## config.mk

```make
export PLATFORM = sky130hd
export DESIGN_NAME = gbg_cell
export DESIGN_NICKNAME = d
export VERILOG_FILES = /design/src/gbg_pkg.sv /design/src/gbg_cell.sv
export SDC_FILE = /design/constraint.sdc
export NUM_CORES = 2
export LEC_CHECK = 0
export BUFFER_PORTS_ARGS = -buffer_cell sky130_fd_sc_hd__buf_2
export CORE_MARGIN = 2
export CORE_UTILIZATION = 40
export DETAILED_ROUTE_END_ITERATION = 8
export GPL_TIMING_DRIVEN = 0
export SLEW_MARGIN = 25
export SYNTH_ARGS = -nofsm -noshare
export SYNTH_HDL_FRONTEND = slang
export SYNTH_SLANG_ARGS = --single-unit
```

## constraint.sdc

```tcl
create_clock -name clock -period 12.81 [get_ports clock]
set_input_delay 3.843 -clock clock [delete_from_list [all_inputs] [get_ports clock]]
set_output_delay 3.843 -clock clock [all_outputs]
set_load 0.1 [all_outputs]
```

## src/gbg_pkg.sv

```systemverilog
// Shared types, constants and arithmetic helpers for the GMP basis generator.
// Used by gbg_isqrt, gbg_cell and gmp_basis_generator_unit; no dependencies.
package gbg_pkg;

   localparam int HIST_DEPTH = 8;
   localparam int HIST_IDX_W = $clog2(HIST_DEPTH);
   localparam int MAX_ORDER  = 4;
   localparam int MAX_TAPS   = 4;
   localparam int CNT_W      = 3;
   localparam int TAP_W      = 2;
   localparam int DATA_W     = 26;
   localparam int MAG_W      = 16;
   localparam int SAMPLE_W   = 16;
   localparam int TERM_W     = 24;
   localparam int CSR_IDX_W  = 3;
   localparam int CSR_DATA_W = 3;
   localparam int ROOT_STEPS = 16;

   localparam logic [CSR_IDX_W-1:0] CSR_ALIGNED_ORDERS  = 3'd0;
   localparam logic [CSR_IDX_W-1:0] CSR_ALIGNED_TAPS    = 3'd1;
   localparam logic [CSR_IDX_W-1:0] CSR_DELAYED_ORDERS  = 3'd2;
   localparam logic [CSR_IDX_W-1:0] CSR_ENVELOPE_DELAYS = 3'd3;
   localparam logic [CSR_IDX_W-1:0] CSR_DELAYED_TAPS    = 3'd4;

   localparam logic signed [DATA_W-1:0] DATA_LIMIT = 26'sd16777216;
   localparam logic signed [TERM_W-1:0] TERM_MAX   = 24'sd8388607;
   localparam logic signed [TERM_W-1:0] TERM_MIN   = -24'sd8388608;

   typedef struct packed {
      logic                     valid;
      logic signed [DATA_W-1:0] re;
      logic signed [DATA_W-1:0] im;
      logic [MAG_W-1:0]         mag;
      logic [CNT_W-1:0]         cnt;
      logic                     last;
   } stage_type;

   function automatic logic signed [DATA_W-1:0] pow_step(
      input logic signed [DATA_W-1:0] p,
      input logic [MAG_W-1:0]         mag
   );
      logic signed [DATA_W+MAG_W:0] prod;
      logic signed [DATA_W+MAG_W:0] shifted;
      logic signed [DATA_W-1:0]     res;
      prod    = p * $signed({1'b0, mag});
      shifted = (prod + 43'sd8192) >>> 14;
      if (shifted > 43'sd16777216) begin
         res = DATA_LIMIT;
      end else if (shifted < -43'sd16777216) begin
         res = -DATA_LIMIT;
      end else begin
         res = shifted[DATA_W-1:0];
      end
      return res;
   endfunction

   function automatic logic signed [TERM_W-1:0] sat_term(input logic signed [DATA_W-1:0] v);
      logic signed [TERM_W-1:0] res;
      if (v > 26'sd8388607) begin
         res = TERM_MAX;
      end else if (v < -26'sd8388608) begin
         res = TERM_MIN;
      end else begin
         res = v[TERM_W-1:0];
      end
      return res;
   endfunction

endpackage

```

## src/gbg_cell.sv

```systemverilog
// One power cell: multiplies the term by the magnitude while orders remain.
// Depends on gbg_pkg.
module gbg_cell (
   input  logic                clock,
   input  logic                reset,
   input  logic                advance,
   input  gbg_pkg::stage_type  stage_in,
   output gbg_pkg::stage_type  stage_out
);

   gbg_pkg::stage_type stage_ff, stage_nx_in;

   always_comb begin
      stage_nx_in = stage_in;
      if (stage_in.cnt != '0) begin
         stage_nx_in.re  = gbg_pkg::pow_step(stage_in.re, stage_in.mag);
         stage_nx_in.im  = gbg_pkg::pow_step(stage_in.im, stage_in.mag);
         stage_nx_in.cnt = stage_in.cnt - 3'd1;
      end
   end

   always_ff @(posedge clock) begin
      if (reset) begin
         stage_ff.valid <= 1'b0;
      end else if (advance) begin
         stage_ff.valid <= stage_nx_in.valid;
      end
      if (advance) begin
         stage_ff.re   <= stage_nx_in.re;
         stage_ff.im   <= stage_nx_in.im;
         stage_ff.mag  <= stage_nx_in.mag;
         stage_ff.cnt  <= stage_nx_in.cnt;
         stage_ff.last <= stage_nx_in.last;
      end
   end

   assign stage_out = stage_ff;

endmodule

```

==> results.sh <==
export IMPL_routed_wl_microns=106000
export IMPL_slowest_stage="o41ai_1"
export IMPL_worst_hold_path_type="reg -> reg"
export IMPL_grt_util_met2=0.420
export IMPL_skew_ps=0
export IMPL_overflow=0
export IMPL_initial_core_util=0.402
export IMPL_worstPathRequired_ps=13080
export IMPL_clk_latency_ps=410
export IMPL_syn_instance_count=3811
export IMPL_grt_util_met3=0.0413
export IMPL_crit_fanout=10
export IMPL_grt_max_degree=41
export IMPL_finalCritPeriodShare=0.967
export IMPL_crit_family="adder cells"
export IMPL_gp_congestion=0.928
export IMPL_filler_cell_count=8739
export IMPL_num_vias=26200
export IMPL_relSlewSlack=0.278
export IMPL_grt_use_total=0.246
export IMPL_cp_data_arrival_time_ps=12660
export IMPL_cp_start_kind="input pin"
export IMPL_maxSlewViolCount=0
export IMPL_grt_pass1_vias=27400
export IMPL_cts_tree="yes"
export IMPL_grt_busiest_layer="met2"
export IMPL_area_growth_pct=7.30
export IMPL_path_buf_inv=10
export IMPL_synthAdderAreaFrac=0.556
export IMPL_clkTransAtPathRegs_ps=70
export IMPL_die_area_sq_um=89300
export IMPL_vias_per_cell=5.10
export IMPL_fin_crit_ps=12390
export IMPL_ant_nets=0
export IMPL_synth_top_family_by_area="adder cells"
export IMPL_end_kind="register"
export IMPL_async_flop_share=0
export IMPL_hold_viol=0
export IMPL_synth_flop_cell="edfxtp_1"
export IMPL_largest_reg_flops=73
export IMPL_port_buffers=148
export IMPL_chipWidth_microns=299
export IMPL_cts_root_buf="clkbuf_16"
export IMPL_critical_path_max_stage_delay_ps=850
export IMPL_first_pass_iters=5
export IMPL_synthesis_nets=4948
export IMPL_ys_warn_count=0
export IMPL_num_rows=108
export IMPL_cap_violations=0
export IMPL_clkSinkCount=73
export IMPL_syn_area_sq_um=34800
export IMPL_hold_depth=2
export IMPL_synth_mux_area_frac=0.00151
export IMPL_drt_initial_drc_count=1748
export IMPL_cts_max_path_buffers=2
export IMPL_hp_start="stage_out[72]"
export IMPL_htreeDepth=3
export IMPL_min_to="stage_out[72]"
export IMPL_finalSetupViolCount=0
export IMPL_die_h_microns=299
export IMPL_r2r_end="stage_out[72]"
export IMPL_synth_seq_cells=73
export IMPL_synth_xor_area_frac=0.0174
export IMPL_cts_setup_buffers=0
export IMPL_synth_compound_area_frac=0.0609
export IMPL_dp_hpwl_microns=88500
export IMPL_synth_avg_cell_area_sq_um=9.12
export IMPL_antenna_found_initial=9
export IMPL_drive_gt1_frac=0.0571
export IMPL_core_sq_um=86500
export IMPL_rsz0062_at_grt="no"
export IMPL_grtUsageMet1=0.322
export IMPL_cts_buffers=9
export IMPL_tightest_slew_ps=1080
export IMPL_worst_r2r_cell_count=2
export IMPL_synthDistinctLibCells=89
export IMPL_crit_type="in -> reg"
export IMPL_final_nets=5105
export IMPL_synth_edf_count=72
export IMPL_regToRegSetupSlack_ps=12230
export IMPL_cts_hold_buffers=0
export IMPL_remaining_drc_errors=0
export IMPL_max_clock_freq_mhz=80.7
export IMPL_ys_seq_area_frac=0.0628
export IMPL_ios=149
export IMPL_yosys_area_share_simple=0.167
export IMPL_outcome="complete, no violations"
export IMPL_grt_pass1_wl_microns=163000
export IMPL_post_cts_resized=0
export IMPL_whs_ps=498
export IMPL_crit_reg2reg_launch="stage_out[72]"
export IMPL_drt_wirelength_per_cell_microns=20.6
[worst max path at each step]
stage / startpoint / endpoint / slack (ps) / depth (start not counted)
floorplan: stage_in[71] / stage_out[49] / 2040 / 25
global route: stage_in[14] / stage_out[41] / 7 / 28
global placement: stage_in[6] / stage_out[41] / 5 / 24
detailed placement: stage_in[7] / stage_out[41] / -10 / 24
CTS: stage_in[7] / stage_out[41] / 400 / 24
finish: stage_in[12] / stage_out[41] / 420 / 28
[final cells by class]
class,count,area (sq um),area share
antenna,6,15.0,0.000403
buffer,175,733,0.0197
clock buffer,9,225,0.00604
clock inverter,7,85.1,0.00228
inverter,1039,3900,0.105
multi-input combinational,2521,27900,0.749
sequential,73,2180,0.0585
tap,1155,1450,0.0387
timing repair buffer,149,774,0.0208
[per-layer routing]
metal	vias up	part of all wire
li1	11600	-
met1	13600	0.41
met2	839	0.49
met3	137	0.073
met4	6	0.026
met5	-	0.00043
[cell usage after synthesis (5+ instances only)]
master	instances	area, sq um
inv_1	1039	3900
fa_1	808	16200
and2_1	555	3470
nand2_1	346	1300
ha_1	253	3170
clkbuf_1	148	556
a21oi_1	75	375
edfxtp_1	72	2160
nor2_1	53	199
xnor2_1	48	420
a22o_1	39	342
o21ai_0	33	165
nand4_1	27	169
o21ai_1	22	110
xor2_1	21	184
buf_2	20	100
nand3_1	19	95.1
nor3_1	16	80.1
a21o_1	13	97.6
a211oi_1	12	90.1
o211ai_1	12	90.1
nor4_1	10	62.6
nor2b_1	9	56.3
o21a_1	9	67.6
a31oi_1	8	50.1
a221oi_1	6	52.6
and3_1	5	31.3
buf_6	5	56.3
nand4b_1	5	43.8
or2_2	5	31.3
or3_1	5	31.3
[stage by stage]
stage / TNS [ps] / instance area (sq um) / worst slack (ps) / utilization / cells
after floorplan: 0 / 34800 / 2040 / - / 3811
after global placement: 0 / 36900 / 4.88 / 0.427 / 5114
after detailed placement: -14.9 / 37000 / -14.9 / 0.428 / 5115
after CTS: 0 / 37300 / 405 / 0.431 / 5131
after global routing: 0 / 37300 / 6.55 / 0.431 / 5129
final: 0 / 37300 / 419 / 0.431 / 5134
[cells in the final DEF, fill, tap and decap left out, drive strengths merged, types with 5 or more instances in the layout]
cell type  instances
a32o               6
a22o              39
a21o              13
or4                5
o211ai            13
a21oi             79
nand4b             5
buf              178
nand4             27
or2                7
and2             555
nor2b              9
nor3              16
a31oi              8
xor2              21
o21a               9
o21ai             55
nand3             19
nor4              11
fa               808
diode              6
nand2            347
ha               253
or3                6
clkbuf           155
xnor2             48
nor2              53
and3               5
inv             1039
a221oi             7
a211oi            13
o22ai              5
edfxtp            72
[worst reg2reg max path, cell delays in order, from the launching register on]
cell,delay [ps]
dfxtp_1,310
mux2i_1,120
nor2_1,50
[kinds of logic (layout without fill, tap and decap cells)]
group / Yosys count / count (layout)
buffers and inverters: 1217 / 1379
other: 0 / 6
AO/OA/AOI/OAI: 301 / 301
multiplexers: 5 / 5
AND/OR/NAND/NOR: 1085 / 1085
XOR/XNOR: 69 / 69
flip-flops: 73 / 73
adder cells (fa/ha/maj): 1061 / 1061
Power is not shown: default switching activity piles up to over one toggle a cycle in this logic, so the estimate is an artifact.
