$ cat src/gbg_pkg.sv
// Shared types, constants and arithmetic helpers for the GMP basis generator.
// Used by gbg_isqrt, gbg_cell and gmp_basis_generator_unit; no dependencies.
package gbg_pkg;

   localparam int HIST_DEPTH = 8;
   localparam int HIST_IDX_W = $clog2(HIST_DEPTH);
   localparam int MAX_ORDER  = 4;
   localparam int MAX_TAPS   = 4;
   localparam int CNT_W      = 3;
   localparam int TAP_W      = 2;
   localparam int DATA_W     = 26;
   localparam int MAG_W      = 16;
   localparam int SAMPLE_W   = 16;
   localparam int TERM_W     = 24;
   localparam int CSR_IDX_W  = 3;
   localparam int CSR_DATA_W = 3;
   localparam int ROOT_STEPS = 16;

   localparam logic [CSR_IDX_W-1:0] CSR_ALIGNED_ORDERS  = 3'd0;
   localparam logic [CSR_IDX_W-1:0] CSR_ALIGNED_TAPS    = 3'd1;
   localparam logic [CSR_IDX_W-1:0] CSR_DELAYED_ORDERS  = 3'd2;
   localparam logic [CSR_IDX_W-1:0] CSR_ENVELOPE_DELAYS = 3'd3;
   localparam logic [CSR_IDX_W-1:0] CSR_DELAYED_TAPS    = 3'd4;

   localparam logic signed [DATA_W-1:0] DATA_LIMIT = 26'sd16777216;
   localparam logic signed [TERM_W-1:0] TERM_MAX   = 24'sd8388607;
   localparam logic signed [TERM_W-1:0] TERM_MIN   = -24'sd8388608;

   typedef struct packed {
      logic                     valid;
      logic signed [DATA_W-1:0] re;
      logic signed [DATA_W-1:0] im;
      logic [MAG_W-1:0]         mag;
      logic [CNT_W-1:0]         cnt;
      logic                     last;
   } stage_type;

   function automatic logic signed [DATA_W-1:0] pow_step(
      input logic signed [DATA_W-1:0] p,
      input logic [MAG_W-1:0]         mag
   );
      logic signed [DATA_W+MAG_W:0] prod;
      logic signed [DATA_W+MAG_W:0] shifted;
      logic signed [DATA_W-1:0]     res;
      prod    = p * $signed({1'b0, mag});
      shifted = (prod + 43'sd8192) >>> 14;
      if (shifted > 43'sd16777216) begin
         res = DATA_LIMIT;
      end else if (shifted < -43'sd16777216) begin
         res = -DATA_LIMIT;
      end else begin
         res = shifted[DATA_W-1:0];
      end
      return res;
   endfunction

   function automatic logic signed [TERM_W-1:0] sat_term(input logic signed [DATA_W-1:0] v);
      logic signed [TERM_W-1:0] res;
      if (v > 26'sd8388607) begin
         res = TERM_MAX;
      end else if (v < -26'sd8388608) begin
         res = TERM_MIN;
      end else begin
         res = v[TERM_W-1:0];
      end
      return res;
   endfunction

endpackage

$ cat src/gbg_isqrt.sv
// Iterative magnitude unit: floor(sqrt(re*re + im*im)), two bits per cycle.
// Depends on gbg_pkg.
module gbg_isqrt (
   input  logic                                  clock,
   input  logic                                  reset,
   input  logic                                  start,
   input  logic signed [gbg_pkg::SAMPLE_W-1:0]   in_re,
   input  logic signed [gbg_pkg::SAMPLE_W-1:0]   in_im,
   output logic                                  done,
   output logic [gbg_pkg::MAG_W-1:0]             root
);

   typedef enum logic [1:0] {ST_IDLE, ST_SUM, ST_ITER} state_type;

   state_type                            state_ff, state_in;
   logic signed [gbg_pkg::SAMPLE_W-1:0]  re_ff, re_in, im_ff, im_in;
   logic [31:0]                          val_ff, val_in;
   logic [18:0]                          rem_ff, rem_in;
   logic [gbg_pkg::MAG_W-1:0]            root_ff, root_in;
   logic [3:0]                           cnt_ff, cnt_in;
   logic                                 done_ff, done_in;
   logic signed [31:0]                   sq_re, sq_im;
   logic [18:0]                          shifted, trial;

   always_comb begin
      state_in = state_ff;
      re_in    = re_ff;
      im_in    = im_ff;
      val_in   = val_ff;
      rem_in   = rem_ff;
      root_in  = root_ff;
      cnt_in   = cnt_ff;
      done_in  = 1'b0;
      sq_re    = re_ff * re_ff;
      sq_im    = im_ff * im_ff;
      shifted  = {rem_ff[16:0], val_ff[31:30]};
      trial    = {1'b0, root_ff, 2'b01};
      unique case (state_ff)
         ST_IDLE: begin
            if (start) begin
               re_in    = in_re;
               im_in    = in_im;
               state_in = ST_SUM;
            end
         end
         ST_SUM: begin
            val_in   = $unsigned(sq_re) + $unsigned(sq_im);
            rem_in   = '0;
            root_in  = '0;
            cnt_in   = '0;
            state_in = ST_ITER;
         end
         ST_ITER: begin
            val_in = {val_ff[29:0], 2'b00};
            if (shifted >= trial) begin
               rem_in  = shifted - trial;
               root_in = {root_ff[gbg_pkg::MAG_W-2:0], 1'b1};
            end else begin
               rem_in  = shifted;
               root_in = {root_ff[gbg_pkg::MAG_W-2:0], 1'b0};
            end
            cnt_in = cnt_ff + 4'd1;
            if (cnt_ff == 4'(gbg_pkg::ROOT_STEPS - 1)) begin
               done_in  = 1'b1;
               state_in = ST_IDLE;
            end
         end
         default: state_in = ST_IDLE;
      endcase
   end

   always_ff @(posedge clock) begin
      if (reset) begin
         state_ff <= ST_IDLE;
         done_ff  <= 1'b0;
      end else begin
         state_ff <= state_in;
         done_ff  <= done_in;
      end
      re_ff   <= re_in;
      im_ff   <= im_in;
      val_ff  <= val_in;
      rem_ff  <= rem_in;
      root_ff <= root_in;
      cnt_ff  <= cnt_in;
   end

   assign done = done_ff;
   assign root = root_ff;

endmodule

$ cat config.mk
export PLATFORM = sky130hd
export DESIGN_NAME = gbg_isqrt
export DESIGN_NICKNAME = d
export VERILOG_FILES = /design/src/gbg_pkg.sv /design/src/gbg_isqrt.sv
export SDC_FILE = /design/constraint.sdc
export NUM_CORES = 1
export LEC_CHECK = 0
export BUFFER_PORTS_ARGS = -buffer_cell sky130_fd_sc_hd__buf_2
export CAP_MARGIN = 20
export CORE_MARGIN = 5
export CORE_UTILIZATION = 59
export DETAILED_ROUTE_END_ITERATION = 8
export GPL_TIMING_DRIVEN = 0
export PLACE_DENSITY = 0.86
export SLEW_MARGIN = 0
export SYNTH_ARGS = -nofsm -noshare
export SYNTH_HDL_FRONTEND = slang
export SYNTH_SLANG_ARGS = --single-unit
$ cat constraint.sdc
create_clock -name clock -period 9.8 [get_ports clock]
set_input_delay 1.96 -clock clock [delete_from_list [all_inputs] [get_ports clock]]
set_output_delay 1.96 -clock clock [all_outputs]
set_load 0.005 [all_outputs]
==> impl_summary.log <==
[metrics] run status: complete, no violations
[metrics] level count of the clock H-tree: 3
[metrics] # Post-CTS Setup Buffers: 0
[metrics] wire length after detailed routing: about 51000 um
[metrics] initial standard-cell utilization of the core: about three fifths
[metrics] number of cells produced by synthesis: around 2200
[metrics] Final Non-Filler Cells: between 2000 and 3000
[metrics] area share of the largest cell type after synthesis: a little under half
[metrics] Max Clock Skew: between 0.015 and 0.02 ns
[metrics] die extent in y: between 200 and 250 um
[metrics] post-synthesis cell type with the largest combined area: sky130_fd_sc_hd__fa_1
[metrics] setup repair after global routing missed its margin: false
[metrics] Period Utilization, post-route: 87.83%
[metrics] CP Class: register to register
[metrics] number of instances resized during post-cts repair: 0
[metrics] post-route ant nets: 0
[metrics] placed cell count: 2725
[metrics] time the worst path needs with I/O delays and setup: between 8 and 9 ns
[metrics] final hold viol count: 0
[metrics] Core Box Area: approximately 0.037 mm^2
[metrics] Port Buffers: slightly above 50
[metrics] achievable frequency: roughly 120 MHz
[metrics] DR WL/cell: 18.73 um
[metrics] YS warnings: 0
[metrics] dominant cells by area after synthesis: sky130_fd_sc_hd__fa_1 (47%), sky130_fd_sc_hd__edfxtp_1 (14%), sky130_fd_sc_hd__inv_1 (11%)
[metrics] required time at the worst-slack endpoint: slightly below 10 ns
[metrics] DPL Wire Length: 44780 um
[metrics] setup slack after placement: around 1.2 ns
[metrics] first-pass GRT wire length: roughly 86000 um
[metrics] full die area: 0.04158 mm^2
[metrics] Iteration-0 DRC Markers: around 1100
[metrics] signal arrival time at the worst endpoint: approximately 9 ns
[metrics] num rows: 71
[metrics] die boundary width: 203.9 um
[metrics] area grow syn2layout: 5.515%
[metrics] per-instance average area after synthesis: between 10 and 15 um^2
[metrics] met2 usage: approximately 45%
[metrics] Final TNS setup: 0 ns
[metrics] ports placed on the boundary: 52
[metrics] root buf cell: sky130_fd_sc_hd__clkbuf_16
[metrics] class of the most critical hold timing path: register to register
[metrics] final critical-path setup slack: 1.193 ns
[metrics] Maximum Capacitance Violations: 0
[metrics] maximum number of pins on one net before global-route repair: 70
[metrics] Setup violations, final: 0
[metrics] Synth async-reset ratio: 0%
[metrics] share of layout cells above drive strength 1: just over 4%
[metrics] number of global-route vias before repair: ~17000
[metrics] maximum fanout along the worst path: 10
[metrics] maximum buffer depth of the clock tree: 2
[metrics] DRC: 0
[metrics] FF+latch count, synth: 104
[metrics] global-route track usage on met1: between 30% and 40%
[metrics] GRT Resource Usage Total: a little over a quarter
[metrics] sequential share of the synthesized area: between 10 and 15%
[metrics] post-detailed-route via-to-cell ratio: 5.348
[metrics] number of hold buffers added after cts: 0
[metrics] clock sink count: between 100 and 150
[metrics] netlist area before placement: about 0.022 mm^2
[metrics] net count after synthesis: 2889
[metrics] busiest grt layer: met2
[metrics] Final Max Slew Viols: 0
[metrics] distinct cell type count after synthesis: between 50 and 60
[metrics] number of buffers added by the clock tree synthesis step: 9
[metrics] nature of the critical path endpoint: register
[metrics] net total in the final layout: approximately 3000
[metrics] gpl congestion: 0.9685
[metrics] antenna violations before repair: 0
[metrics] critical path launch point type: register
[metrics] met3 usage in global routing: under 10%
[metrics] total number of vias: roughly 15000
[metrics] clock transition at the registers of the reported paths: around 0.090 ns
[metrics] number of flops mapped to enable cells by yosys: just over 100
[metrics] Skew-Pair Late Insertion Delay: between 0.3 and 0.4 ns
[metrics] Worst Max-Slew Pin Slew: slightly below 1 ns
[metrics] TritonCTS clock tree: yes
[metrics] Pre-Repair DR Iteration Count: 7
[metrics] residual overflow from global routing: 0
[metrics] commonest register cell after synthesis: sky130_fd_sc_hd__edfxtp_1
[metrics] relative max-transition margin: 34.38%
-- layout by cell type (no fill, tap or decap), types with 28 or more instances in the layout --
master / count
sky130_fd_sc_hd__edfxtp_1: 101
sky130_fd_sc_hd__clkbuf_1: 51
sky130_fd_sc_hd__nor2_1: 68
sky130_fd_sc_hd__fa_1: 521
sky130_fd_sc_hd__inv_1: 648
sky130_fd_sc_hd__a21oi_1: 34
sky130_fd_sc_hd__and2_1: 107
sky130_fd_sc_hd__xnor2_1: 50
sky130_fd_sc_hd__nor2b_1: 28
sky130_fd_sc_hd__nand2_1: 168
sky130_fd_sc_hd__buf_2: 52
sky130_fd_sc_hd__ha_1: 170
sky130_fd_sc_hd__o21ai_0: 36
-- cell families after synthesis --
| kind of cell | synth area share (%) |
|---|---|
| buffers and inverters | 11.92 |
| adders and majority gates | 56.65 |
| and+or+nand+nor | 9.316 |
| AOI/OAI and AO/OA | 4.331 |
| DFF | 13.94 |
| xor gates and xnor gates | 3.000 |
| muxes | 0.8459 |
-- path summary, 6_finish.rpt --
kind / startpoint / to / slack (ns) / depth (start not counted)
setup / recovery: re_ff[2] / val_ff[30] / 1.19 / 24
setup reg to reg: re_ff[2] / val_ff[30] / 1.19 / 24
hold / removal: val_ff[6] / val_ff[8] / 0.54 / 2
hold reg to reg: val_ff[6] / val_ff[8] / 0.54 / 2
-- sequential cells by signal, indices dropped and copies added (netlist names) --
name      cells
done          1
cnt_ff        4
rem_ff       17
val_ff       32
im_ff        16
state_ff      2
re_ff        16
root         16
-- final cells by class --
cell class                      count  area (um^2)
Tap cell                          511        639.4
Sequential cell                   104         3093
Clock buffer                       10        229.0
Clock inverter                      6        63.81
Multi-Input combinational cell   1355        16460
Inverter                          649         2436
Antenna cell                        1        2.502
Buffer                             54        207.7
Timing Repair Buffer               52        275.3
Fill cell                        2892        13990
-- Yosys cell counts, types with 7 or more instances --
| cell | count |
|---|---|
| sky130_fd_sc_hd__a21o_1 | 23 |
| sky130_fd_sc_hd__a21oi_1 | 34 |
| sky130_fd_sc_hd__and2_1 | 108 |
| sky130_fd_sc_hd__clkbuf_1 | 50 |
| sky130_fd_sc_hd__edfxtp_1 | 101 |
| sky130_fd_sc_hd__fa_1 | 521 |
| sky130_fd_sc_hd__ha_1 | 171 |
| sky130_fd_sc_hd__inv_1 | 648 |
| sky130_fd_sc_hd__mux2i_1 | 12 |
| sky130_fd_sc_hd__nand2_1 | 168 |
| sky130_fd_sc_hd__nand2b_1 | 9 |
| sky130_fd_sc_hd__nand3_1 | 11 |
| sky130_fd_sc_hd__nor2_1 | 68 |
| sky130_fd_sc_hd__nor2b_1 | 28 |
| sky130_fd_sc_hd__nor3b_1 | 7 |
| sky130_fd_sc_hd__o21ai_0 | 36 |
| sky130_fd_sc_hd__o21ai_1 | 7 |
| sky130_fd_sc_hd__o21bai_1 | 10 |
| sky130_fd_sc_hd__xnor2_1 | 50 |
| sky130_fd_sc_hd__xor2_1 | 26 |
-- metal layers --
layer / wire (um) / vias up / share of wire (%)
li1: - / 6465 / -
met1: 19840 / 7438 / 39
met2: 25330 / 591 / 49
met3: 3700 / 170 / 7.2
met4: 2486 / 0 / 4.8
met5: 0 / - / 0
-- metrics by stage --
step / util, % / hold WS, ns / cell area, um^2
floorplan: - / 0.5000 / 22190
global placement: 61.72 / 0.5099 / 23080
detailed placement: 61.81 / 0.5187 / 23120
CTS: 62.59 / 0.5380 / 23410
global route: 62.59 / 0.5554 / 23410
finish: 62.60 / 0.5358 / 23410
-- critical path, cell delays in order, from the launching register on --
cell,delay (ns)
sky130_fd_sc_hd__edfxtp_1,0.32
sky130_fd_sc_hd__clkbuf_1,0.61
sky130_fd_sc_hd__clkbuf_1,0.52
sky130_fd_sc_hd__nand2_1,0.23
sky130_fd_sc_hd__fa_1,0.57
sky130_fd_sc_hd__fa_1,0.45
sky130_fd_sc_hd__fa_1,0.50
sky130_fd_sc_hd__fa_1,0.54
sky130_fd_sc_hd__inv_1,0.05
sky130_fd_sc_hd__fa_1,0.48
sky130_fd_sc_hd__fa_1,0.47
sky130_fd_sc_hd__fa_1,0.51
sky130_fd_sc_hd__inv_1,0.05
sky130_fd_sc_hd__fa_1,0.53
sky130_fd_sc_hd__inv_1,0.06
sky130_fd_sc_hd__ha_1,0.24
sky130_fd_sc_hd__nor4_1,0.26
sky130_fd_sc_hd__o21ai_1,0.11
sky130_fd_sc_hd__a41oi_1,0.48
sky130_fd_sc_hd__o21ai_1,0.20
sky130_fd_sc_hd__a221oi_1,0.49
sky130_fd_sc_hd__o31ai_1,0.17
sky130_fd_sc_hd__o31ai_1,0.26
sky130_fd_sc_hd__xor2_1,0.18
sky130_fd_sc_hd__o21ai_1,0.07
Power is not shown: default switching activity piles up to over one toggle a cycle in this logic, so the estimate is an artifact.
